File: src/hdl/itd_pkg.sv
// itd_pkg: shared constants, types and the digit-to-character function
// for the integer-to-text digits unit. No dependencies.
`timescale 1ns / 1ps

package itd_pkg;

   localparam int DEFAULT_MAX_DIGITS = 32;
   localparam int DEFAULT_VALUE_BITS = 32;

   localparam int RADIX_W = 6;
   localparam int DIGIT_W = 6;
   localparam int CHAR_W  = 7;

   localparam logic [RADIX_W-1:0] RADIX_RESET = 6'd10;
   localparam logic [RADIX_W-1:0] RADIX_MIN   = 6'd2;
   localparam logic [RADIX_W-1:0] RADIX_MAX   = 6'd36;
   localparam logic [RADIX_W-1:0] DECIMAL     = 6'd10;

   localparam logic [CHAR_W-1:0] CH_ZERO    = 7'h30;
   localparam logic [CHAR_W-1:0] CH_LOWER_A = 7'h61;
   localparam logic [CHAR_W-1:0] CH_MINUS   = 7'h2D;
   localparam logic [DIGIT_W-1:0] DIGIT_NINE = 6'd9;
   localparam logic [DIGIT_W-1:0] DIGIT_TEN  = 6'd10;

   // quotient bits resolved per divider cycle
   localparam int BITS_PER_STEP = 8;

   typedef struct packed {
      logic done;
      logic quotient_zero;
   } div_status_type;

   function automatic logic [CHAR_W-1:0] digit_char(input logic [DIGIT_W-1:0] d);
      logic [DIGIT_W-1:0] off;
      off = d - DIGIT_TEN;
      if (d > DIGIT_NINE) begin
         digit_char = CH_LOWER_A + {1'b0, off};
      end else begin
         digit_char = CH_ZERO + {1'b0, d};
      end
   endfunction

endpackage

File: src/hdl/integer_to_text_digits_unit.sv
// integer_to_text_digits_unit: integer to ASCII text in base 2..36, signed in decimal only.
// Each digit takes one divider run of STEPS = ceil(VALUE_BITS/8) iterations (4 at 32 bits),
//   then the characters stream out one per cycle.
// Throughput: one transaction per conversion; busy holds until the last read.
// Reset: synchronous, active high; radix returns to 10, sequencer to idle.
// Characters stream out as one-cycle strobes; the receiver cannot stall.
// Depends on itd_pkg, itd_divider, itd_ram.
`timescale 1ns / 1ps

module integer_to_text_digits_unit #(
   parameter int MAX_DIGITS = itd_pkg::DEFAULT_MAX_DIGITS,
   parameter int VALUE_BITS = itd_pkg::DEFAULT_VALUE_BITS
) (
   input  logic                             clock,
   input  logic                             reset,
   // input transaction
   input  logic                             start,
   output logic                             busy,
   input  logic signed [VALUE_BITS-1:0]     req_value,
   // result transactions
   output logic                             rsp_strobe,
   output logic [itd_pkg::CHAR_W-1:0]       rsp_text_char,
   output logic                             rsp_is_last,
   // radix register
   input  logic                             csr_write_enable,
   input  logic [itd_pkg::RADIX_W-1:0]      csr_write_data
);

   localparam int AW = $clog2(MAX_DIGITS);
   localparam int CW = $clog2(MAX_DIGITS + 1);

   localparam logic [1:0] ST_IDLE   = 2'd0;
   localparam logic [1:0] ST_DIVIDE = 2'd1;
   localparam logic [1:0] ST_EMIT   = 2'd2;

   logic [1:0]                    state_ff, state_in;
   logic [itd_pkg::RADIX_W-1:0]   radix_ff;
   logic [itd_pkg::RADIX_W-1:0]   base_ff, base_in, base_eff;
   logic                          neg_ff, neg_in;
   logic [CW-1:0]                 cnt_ff, cnt_in, cnt_next;
   logic [AW-1:0]                 ptr_ff, ptr_in;
   logic                          sign_ff, sign_in;
   logic                          rd_pend_ff, rd_pend_in;
   logic                          rd_last_ff, rd_last_in;

   logic                          accept;
   logic                          neg_now;
   logic [VALUE_BITS-1:0]         magnitude;
   logic                          div_load;
   logic [VALUE_BITS-1:0]         div_dividend;
   logic [VALUE_BITS-1:0]         div_quotient;
   logic [itd_pkg::DIGIT_W-1:0]   div_remainder;
   itd_pkg::div_status_type       div_status;
   logic                          ram_wr_en;
   logic                          ram_rd_en;
   logic [itd_pkg::DIGIT_W-1:0]   ram_rd_data;
   logic                          stop;

   // radix register: the user must write it only while idle; the block does not enforce this
   always_ff @(posedge clock) begin
      if (reset) begin
         radix_ff <= itd_pkg::RADIX_RESET;
      end else if (csr_write_enable) begin
         radix_ff <= csr_write_data;
      end
   end

   // clamp out-of-range bases to 2 and 36
   always_comb begin
      if (radix_ff < itd_pkg::RADIX_MIN) begin
         base_eff = itd_pkg::RADIX_MIN;
      end else if (radix_ff > itd_pkg::RADIX_MAX) begin
         base_eff = itd_pkg::RADIX_MAX;
      end else begin
         base_eff = radix_ff;
      end
   end

   assign accept    = start && !busy;
   // sign only in decimal; other bases read the value as unsigned
   assign neg_now   = (base_eff == itd_pkg::DECIMAL) && req_value[VALUE_BITS-1];
   // the most negative value negates to itself, which is 2^(N-1) unsigned
   assign magnitude = neg_now ? (~req_value + VALUE_BITS'(1)) : req_value;

   assign cnt_next  = cnt_ff + CW'(1);
   assign stop      = div_status.quotient_zero || (cnt_next == CW'(MAX_DIGITS));

   // sequencer: divide repeatedly, storing digits low first, then read back high first
   always_comb begin
      state_in     = state_ff;
      base_in      = base_ff;
      neg_in       = neg_ff;
      cnt_in       = cnt_ff;
      ptr_in       = ptr_ff;
      sign_in      = 1'b0;
      rd_pend_in   = 1'b0;
      rd_last_in   = 1'b0;
      div_load     = 1'b0;
      div_dividend = div_quotient;
      ram_wr_en    = 1'b0;
      ram_rd_en    = 1'b0;
      unique case (state_ff)
         ST_IDLE: begin
            if (start) begin
               base_in      = base_eff;
               neg_in       = neg_now;
               cnt_in       = '0;
               div_load     = 1'b1;
               div_dividend = magnitude;
               state_in     = ST_DIVIDE;
            end
         end
         ST_DIVIDE: begin
            if (div_status.done) begin
               // store this digit; zero input still yields one '0'
               ram_wr_en = 1'b1;
               cnt_in    = cnt_next;
               if (stop) begin
                  ptr_in   = cnt_ff[AW-1:0];
                  sign_in  = neg_ff;
                  state_in = ST_EMIT;
               end else begin
                  div_load = 1'b1;
               end
            end
         end
         ST_EMIT: begin
            ram_rd_en  = 1'b1;
            rd_pend_in = 1'b1;
            rd_last_in = (ptr_ff == '0);
            if (ptr_ff == '0) begin
               state_in = ST_IDLE;
            end else begin
               ptr_in = ptr_ff - AW'(1);
            end
         end
         default: begin
            state_in = ST_IDLE;
         end
      endcase
   end

   always_ff @(posedge clock) begin
      if (reset) begin
         state_ff   <= ST_IDLE;
         neg_ff     <= 1'b0;
         cnt_ff     <= '0;
         sign_ff    <= 1'b0;
         rd_pend_ff <= 1'b0;
         rd_last_ff <= 1'b0;
      end else begin
         state_ff   <= state_in;
         neg_ff     <= neg_in;
         cnt_ff     <= cnt_in;
         sign_ff    <= sign_in;
         rd_pend_ff <= rd_pend_in;
         rd_last_ff <= rd_last_in;
      end
      base_ff <= base_in;
      ptr_ff  <= ptr_in;
   end

   itd_divider #(
      .VALUE_BITS(VALUE_BITS)
   ) u_divider (
      .clock    (clock),
      .reset    (reset),
      .load     (div_load),
      .dividend (div_dividend),
      .divisor  (base_in),
      .quotient (div_quotient),
      .remainder(div_remainder),
      .status   (div_status)
   );

   itd_ram #(
      .WIDTH(itd_pkg::DIGIT_W),
      .DEPTH(MAX_DIGITS)
   ) u_digit_store (
      .clock  (clock),
      .wr_en  (ram_wr_en),
      .wr_addr(cnt_ff[AW-1:0]),
      .wr_data(div_remainder),
      .rd_en  (ram_rd_en),
      .rd_addr(ptr_ff),
      .rd_data(ram_rd_data)
   );

   assign busy          = (state_ff != ST_IDLE);
   // a negative value's sign goes out in the first emit cycle, digits follow from the store
   assign rsp_strobe    = sign_ff || rd_pend_ff;
   assign rsp_text_char = sign_ff ? itd_pkg::CH_MINUS : itd_pkg::digit_char(ram_rd_data);
   assign rsp_is_last   = rd_pend_ff && rd_last_ff;

   a_sign_digit_excl: assert property (@(posedge clock) disable iff (reset)
      !(sign_ff && rd_pend_ff))
      else $error("sign and digit emitted in the same cycle");

   a_accept_busy: assert property (@(posedge clock) disable iff (reset)
      accept |=> busy)
      else $error("transaction accepted without going busy");

   a_done_in_divide: assert property (@(posedge clock) disable iff (reset)
      div_status.done |-> (state_ff == ST_DIVIDE))
      else $error("divider finished outside the divide phase");

   a_count_bound: assert property (@(posedge clock) disable iff (reset)
      cnt_ff <= CW'(MAX_DIGITS))
      else $error("digit count exceeds store depth");

   a_last_ends_emit: assert property (@(posedge clock) disable iff (reset)
      rd_last_in && rd_pend_in |=> (state_ff == ST_IDLE))
      else $error("last character read but sequencer not idle");

endmodule

File: src/hdl/itd_ram.sv
// itd_ram: generic single-write, single-read RAM with registered read data.
// Depends on nothing.
`timescale 1ns / 1ps

module itd_ram #(
   parameter int WIDTH = 6,
   parameter int DEPTH = 32
) (
   input  logic                     clock,
   input  logic                     wr_en,
   input  logic [$clog2(DEPTH)-1:0] wr_addr,
   input  logic [WIDTH-1:0]         wr_data,
   input  logic                     rd_en,
   input  logic [$clog2(DEPTH)-1:0] rd_addr,
   output logic [WIDTH-1:0]         rd_data
);

   logic [WIDTH-1:0] mem_ff [DEPTH];
   logic [WIDTH-1:0] rd_data_ff;

   always_ff @(posedge clock) begin
      if (wr_en) begin
         mem_ff[wr_addr] <= wr_data;
      end
      if (rd_en) begin
         rd_data_ff <= mem_ff[rd_addr];
      end
   end

   assign rd_data = rd_data_ff;

endmodule

File: src/hdl/itd_divider.sv
// itd_divider: iterative restoring divider, unsigned dividend by a 6-bit base,
// BITS_PER_STEP quotient bits per cycle. Depends on itd_pkg.
`timescale 1ns / 1ps

module itd_divider #(
   parameter int VALUE_BITS = itd_pkg::DEFAULT_VALUE_BITS
) (
   input  logic                             clock,
   input  logic                             reset,
   input  logic                             load,
   input  logic [VALUE_BITS-1:0]            dividend,
   input  logic [itd_pkg::RADIX_W-1:0]      divisor,
   output logic [VALUE_BITS-1:0]            quotient,
   output logic [itd_pkg::DIGIT_W-1:0]      remainder,
   output itd_pkg::div_status_type          status
);

   localparam int BPS   = itd_pkg::BITS_PER_STEP;
   localparam int STEPS = (VALUE_BITS + BPS - 1) / BPS;
   localparam int PAD_W = STEPS * BPS;
   localparam int CNT_W = $clog2(STEPS + 1);
   localparam int RW    = itd_pkg::DIGIT_W;

   logic [PAD_W-1:0] work_ff, work_in;
   logic [RW-1:0]    rem_ff, rem_in;
   logic [CNT_W-1:0] cnt_ff, cnt_in;
   logic             run_ff, run_in;
   logic             done_ff, done_in;

   // one cycle of the unrolled subtract chain: BPS restoring steps
   always_comb begin
      logic [PAD_W-1:0] w;
      logic [RW-1:0]    r;
      logic [RW:0]      r7;
      w = work_ff;
      r = rem_ff;
      for (int i = 0; i < BPS; i++) begin
         r7 = {r, w[PAD_W-1]};
         w  = {w[PAD_W-2:0], 1'b0};
         if (r7 >= {1'b0, divisor}) begin
            r7   = r7 - {1'b0, divisor};
            w[0] = 1'b1;
         end
         r = r7[RW-1:0];
      end
      work_in = work_ff;
      rem_in  = rem_ff;
      cnt_in  = cnt_ff;
      run_in  = run_ff;
      done_in = 1'b0;
      if (load) begin
         work_in = PAD_W'(dividend);
         rem_in  = '0;
         cnt_in  = CNT_W'(STEPS);
         run_in  = 1'b1;
      end else if (run_ff) begin
         work_in = w;
         rem_in  = r;
         cnt_in  = cnt_ff - CNT_W'(1);
         if (cnt_ff == CNT_W'(1)) begin
            run_in  = 1'b0;
            done_in = 1'b1;
         end
      end
   end

   always_ff @(posedge clock) begin
      if (reset) begin
         run_ff  <= 1'b0;
         done_ff <= 1'b0;
         cnt_ff  <= '0;
      end else begin
         run_ff  <= run_in;
         done_ff <= done_in;
         cnt_ff  <= cnt_in;
      end
      work_ff <= work_in;
      rem_ff  <= rem_in;
   end

   assign quotient             = work_ff[VALUE_BITS-1:0];
   assign remainder            = rem_ff;
   assign status.done          = done_ff;
   assign status.quotient_zero = (work_ff == '0);

endmodule
File: config.mk
export PLATFORM = sky130hd
export DESIGN_NAME = integer_to_text_digits_unit
export DESIGN_NICKNAME = d
export VERILOG_FILES = /design/src/hdl/itd_pkg.sv /design/src/hdl/integer_to_text_digits_unit.sv /design/src/hdl/itd_ram.sv /design/src/hdl/itd_divider.sv
export SDC_FILE = /design/constraint.sdc
export NUM_CORES = 1
export LEC_CHECK = 0
export BUFFER_PORTS_ARGS = -buffer_cell sky130_fd_sc_hd__buf_4
export CAP_MARGIN = 20
export CORE_AREA = 2 2 159 161
export CTS_CLUSTER_SIZE = 25
export DETAILED_ROUTE_END_ITERATION = 16
export DIE_AREA = 0 0 161 163
export GPL_TIMING_DRIVEN = 0
export MAX_ROUTING_LAYER = met4
export PLACE_DENSITY = 0.87
export SETUP_SLACK_MARGIN = 0.4
export SLEW_MARGIN = 40
export SYNTH_ARGS = -nofsm -noshare
export SYNTH_HDL_FRONTEND = slang
export SYNTH_SLANG_ARGS = --single-unit
File: constraint.sdc
create_clock -name clock -period 50.9 [get_ports clock]
set_clock_uncertainty 0.2 [all_clocks]
set_input_delay 2.545 -clock clock [delete_from_list [all_inputs] [get_ports clock]]
set_output_delay 2.545 -clock clock [all_outputs]
set_load 0.01 [all_outputs]
==> flow_summary.yaml, run 1 <==
routing:
  detail-route-antenna-nets: 0
  routedWlPerCell_um: 23.1
  drtIter0Drc: 1043
  vias: 10193
  drc: 0
  drt-total-wl_um: 36800
  drt-pass1-iter-count: 6
  via_per_inst: 6.40
worst_setup_path:
  critPathArrivalTime_ns: 21.94
  path_common_cell: "o21ai_0"
  cpPeakStageDelay_ns: 0.54
  start_kind: "primary input"
  required_ns: 51.12
  end_kind: "register"
  crit_fanout: 11
  crit_family: "compound AO/OA/AOI/OAI gates"
  slowest_stage: "o21ai_0"
  crit_type: "in2reg"
  path_buf_inv: 11
grt:
  grt_pass1_vias: 10111
  grt_first_pass_wirelength_um: 56500
  overflow: 0
  grt_use_total_pct: 29.2
  antenna_found_initial: 0
  grt_max_degree: 39
synthesis:
  synth_largest_area_cell: "edfxtp_1"
  syn-num-nets: 1269
  syn_area_mm2: 0.0146
  synth_edf_count: 235
  syn_inst: 1163
  synthTopCellsByArea: "edfxtp_1 48%, mux4_2 9.3%, ha_1 5.0%"
  seq_area_frac_synth_pct: 53.3
  synth_top_area_share_pct: 48.4
  synth-seq-cells: 270
  yosysWarningCount: 0
  synth_ff_type: "edfxtp_1"
  ys_async_sr_fraction_pct: 0
  synth_cell_types: 84
  syn_avg_cell_area_um2: 12.5
timing:
  relSlewSlack_pct: 39.9
  maxSlewViolCount: 0
  rsz0062_at_grt: "no"
  min_period_ns: 21.72
  setup-violations-final: 0
  max_freq_ghz: 0.0460
  hold_viol_final: 0
  setup_tns_ns: 0
  tightest_slew_ns: 0.902
  final.period_utilization_pct: 42.7
floorplanning:
  die_width_um: 161
  fp.dieH_um: 163
  num_rows: 58
  initial_core_util_pct: 59.0
  core_mm2: 0.0247
  fp.dieArea_mm2: 0.0262
  io_pins: 52
clocking:
  cts_inserted_buffers: 27
  cts_tree: "built"
  htree_levels: 1
  cts_max_path_buffers: 3
  cts_resized: 0
  path_clk_slew_ns: 0.06
  holdBufCountCts: 0
  clock-sinks: 270
  root_buffer: "clkbuf_16"
  clk-insertion-delay-late_ns: 0.53
  cts_setup_buffers: 0
layout:
  layout-drive-gt1-share_pct: 17.3
  final.fill_count: 1708
  ff_latch_area_mm2: 0.00776
  finalNetCount: 1348
  multi_input_area_mm2: 0.00641
  antenna_cells: 0
  syn2layout_area_growth_pct: 11.6
placement:
  port_buffers: 50
  globalplace.congestion: 0.933
  hpwl_um: 24700
min_path:
  hp-class: "reg2reg"
job:
  cap_violations: 0
outcome:
  outcome: "finished, final reports clean"
cell usage after synthesis (21+ instances only):
| master | number |
|---|---|
| or3_1 | 21 |
| a21oi_1 | 46 |
| nor2_1 | 96 |
| inv_1 | 57 |
| nand2_1 | 100 |
| ha_1 | 58 |
| edfxtp_1 | 235 |
| xnor2_1 | 36 |
| o21ai_0 | 63 |
| xor2_1 | 33 |
| clkbuf_1 | 30 |
| dfxtp_1 | 35 |
| mux4_2 | 60 |
| mux2i_1 | 23 |
layout by cell type (no fill, tap or decap), types with 10 or more instances in the layout:
master,netlist,final
o21ai_0,63,63
nand2b_1,14,14
mux2_2,14,14
a21o_1,15,15
xor2_1,33,33
or3_1,21,21
clkbuf_1,30,35
nor4_1,11,11
mux2i_1,23,21
nor2_1,96,95
mux4_2,60,60
nand3_1,16,16
nand2_1,100,99
a21oi_1,46,46
xnor2_1,36,36
edfxtp_1,235,235
inv_1,57,57
nor2b_1,20,20
nor3_1,17,17
clkbuf_16,0,27
buf_4,3,53
dfxtp_1,35,29
a211oi_1,10,10
ha_1,58,58
path summary, 6_finish.rpt:
| check | start | depth (start not counted) | endpoint | slack [ns] |
|---|---|---|---|---|
| worst max-delay path | start | 88 | u_divider.remainder[5] | 29.18 |
| worst min-delay path | neg_ff | 2 | neg_ff | 0.28 |
| worst max register to register | state_ff[1] | 87 | u_divider.remainder[5] | 30.84 |
| worst min register to register | neg_ff | 2 | neg_ff | 0.28 |
state kept, by name (all words and copies together), names as in the netlist, 2 cells and up:
signal	flops
ptr_ff	5
u_divider.cnt_ff	3
radix_ff	6
u_digit_store.mem_ff	192
state_ff	2
base_ff	6
cnt_ff	6
u_divider.remainder	6
u_divider.quotient	32
u_digit_store.rd_data	6
worst register-to-register path: cells and delay by family (launching register included):
kind / cells / cell delay (ns)
AOI/OAI and AO/OA: 38 / 8.72
buffers and inverters: 10 / 1.79
and+or+nand+nor: 23 / 4.09
muxes: 4 / 1.28
DFF: 1 / 0.38
xor gates and xnor gates: 2 / 0.50
adders and majority gates: 10 / 2.96
cells by family after synthesis:
group	Yosys count	synth area share (%)
buffers and inverters	104	2.83
adders and majority gates	67	6.01
xor gates and xnor gates	70	4.26
and+or+nand+nor	349	11.9
muxes	103	12.7
DFF	270	53.3
AOI/OAI and AO/OA	200	9.00
per-layer routing:
metal	routed length, µm	global-route usage, %	part of all wire, %
met3	2850	3.21	7.7
met5	0	-	0
met1	12800	34.0	35
met2	19800	52.9	54
met4	1370	10.2	3.7
final cells by class:
type	instances	area share [%]
inverters	60	1.38
clock inverters	17	1.06
flip-flops and latches	270	47.7
repair buffers	50	2.31
well taps	330	2.54
plain buffers	44	1.18
multi-input cells	789	39.4
clock buffers	33	4.35
metrics by stage:
stage	hold WS, ns	util, %	std cells	setup slack, ns	area, µm²
after floorplan	0.246	-	1163	31.35	14600
after global placement	0.262	62.2	1543	28.53	15400
after detailed placement	0.265	62.3	1543	28.68	15400
after CTS	0.279	65.9	1593	29.13	16300
after global routing	0.310	65.9	1593	27.64	16300
final	0.275	65.9	1593	29.18	16300
Power of run 1 is left out: the tool's default activity adds up to more than one toggle a clock period on the data nets, which glitch-free logic cannot reach.
==> inputs of run 2 (changes only) <==
clock period = 20.7 ns   (was 50.9 ns; I/O delays follow)
==> flow_summary.yaml, run 2 (synthesis gave the netlist of run 1 again) <==
worst_setup_path:
  path_common_cell: "a21o_1"
  start_kind: "primary input"
  critPathArrivalTime_ns: 19.36
  cpPeakStageDelay_ns: 0.49
  required_ns: 20.92
  end_kind: "register"
  crit_type: "in2reg"
  crit_fanout: 10
  slowest_stage: "ha_2"
grt:
  antenna_found_initial: 0
  grt_use_total_pct: 29.2
  overflow: 0
  grt_pass1_vias: 10111
  grt_max_degree: 39
  top_usage_layer: "met2"
  met1_usage_pct: 34.0
  grt_use_met2_pct: 52.9
  gr-usage-met3_pct: 3.21
  grt_first_pass_wirelength_um: 56500
floorplanning:
  core_mm2: 0.0247
  fp.dieH_um: 163
  num_rows: 58
  io_pins: 52
  initial_core_util_pct: 59.0
  fp.dieArea_mm2: 0.0262
  die_width_um: 161
clocking:
  htree_levels: 1
  holdBufCountCts: 0
  cts_tree: "built"
  cts_inserted_buffers: 27
  cts_max_path_buffers: 3
  root_buffer: "clkbuf_16"
  clock-sinks: 270
  clk-insertion-delay-late_ns: 0.53
  path_clk_slew_ns: 0.06
job:
  cap_violations: 0
timing:
  min_period_ns: 19.14
  final.period_utilization_pct: 92.5
  setup_tns_ns: 0
  maxSlewViolCount: 0
  tightest_slew_ns: 0.869
  setup-violations-final: 0
  rsz0062_at_grt: "no"
  hold_viol_final: 0
  relSlewSlack_pct: 42.0
  max_freq_ghz: 0.0522
routing:
  routedWlPerCell_um: 23.2
  drc: 0
  via_per_inst: 6.38
  drtIter0Drc: 1043
  detail-route-antenna-nets: 0
  vias: 10186
  drt-pass1-iter-count: 5
  drt-total-wl_um: 37100
outcome:
  outcome: "finished, final reports clean"
layout:
  syn2layout_area_growth_pct: 12.1
  antenna_cells: 0
  largest_register_ff_count: 192
  finalNetCount: 1351
  final_cell_mix: "235 x edfxtp_1, 97 x nand2_1, 95 x nor2_1, 60 x o21ai_0, 60 x mux4_2"
  layout_commonest_cell: "edfxtp_1"
  layout-drive-gt1-share_pct: 18.2
  top_register: "u_digit_store.mem_ff"
min_path:
  hp-class: "reg2reg"
placement:
  port_buffers: 50
  hpwl_um: 24700
  globalplace.congestion: 0.933
[run 2: layout make-up]
class,count,area [µm²]
Multi-Input combinational cell,789,6450
Sequential cell,270,7760
Tap cell,330,413
Clock inverter,17,173
Clock buffer,33,708
Inverter,60,229
Fill cell,1703,8350
Buffer,44,193
Timing Repair Buffer,53,398
[run 2: worst paths after layout]
check                                  from                endpoint  slack (ns)  depth (start not counted)
worst max-delay path                  start  u_divider.remainder[5]        1.56                         87
worst min-delay path                 neg_ff                  neg_ff        0.28                          2
worst max register to register  state_ff[1]  u_divider.remainder[5]        1.72                         86
worst min register to register       neg_ff                  neg_ff        0.28                          2
[run 2: through the flow]
stage / cell area (µm²) / worst slack (ns) / cells / hold slack, ns / util (%)
final: 16300 / 1.56 / 1596 / 0.275 / 66.2
after CTS: 16300 / 0.439 / 1593 / 0.279 / 65.9
after detailed placement: 15400 / -0.0146 / 1543 / 0.265 / 62.3
after floorplan: 14600 / 2.66 / 1163 / 0.246 / -
after global placement: 15400 / -0.160 / 1543 / 0.262 / 62.2
after global routing: 16300 / 0.336 / 1596 / 0.310 / 66.2
[run 2: timing repair]
action | in CTS | in global routing
resized for setup | 0 | 14
setup endpoints to repair | 0 | 7
buffers inserted | 0 | 3
[run 2: layer usage]
layer	vias up	part of all wire (%)
li1	4566	-
met1	5008	35
met2	518	54
met3	94	7.2
met4	0	3.6
met5	-	0
[run 2: worst max-delay path, delay by kind of cell]
kind	cells	cell delay (ns)
AO/OA/AOI/OAI	39	8.54
adder cells (fa/ha/maj)	9	2.81
buffers and inverters	10	1.43
multiplexers	6	1.93
AND/OR/NAND/NOR	23	3.63
Power of run 2 is left out for the same reason.
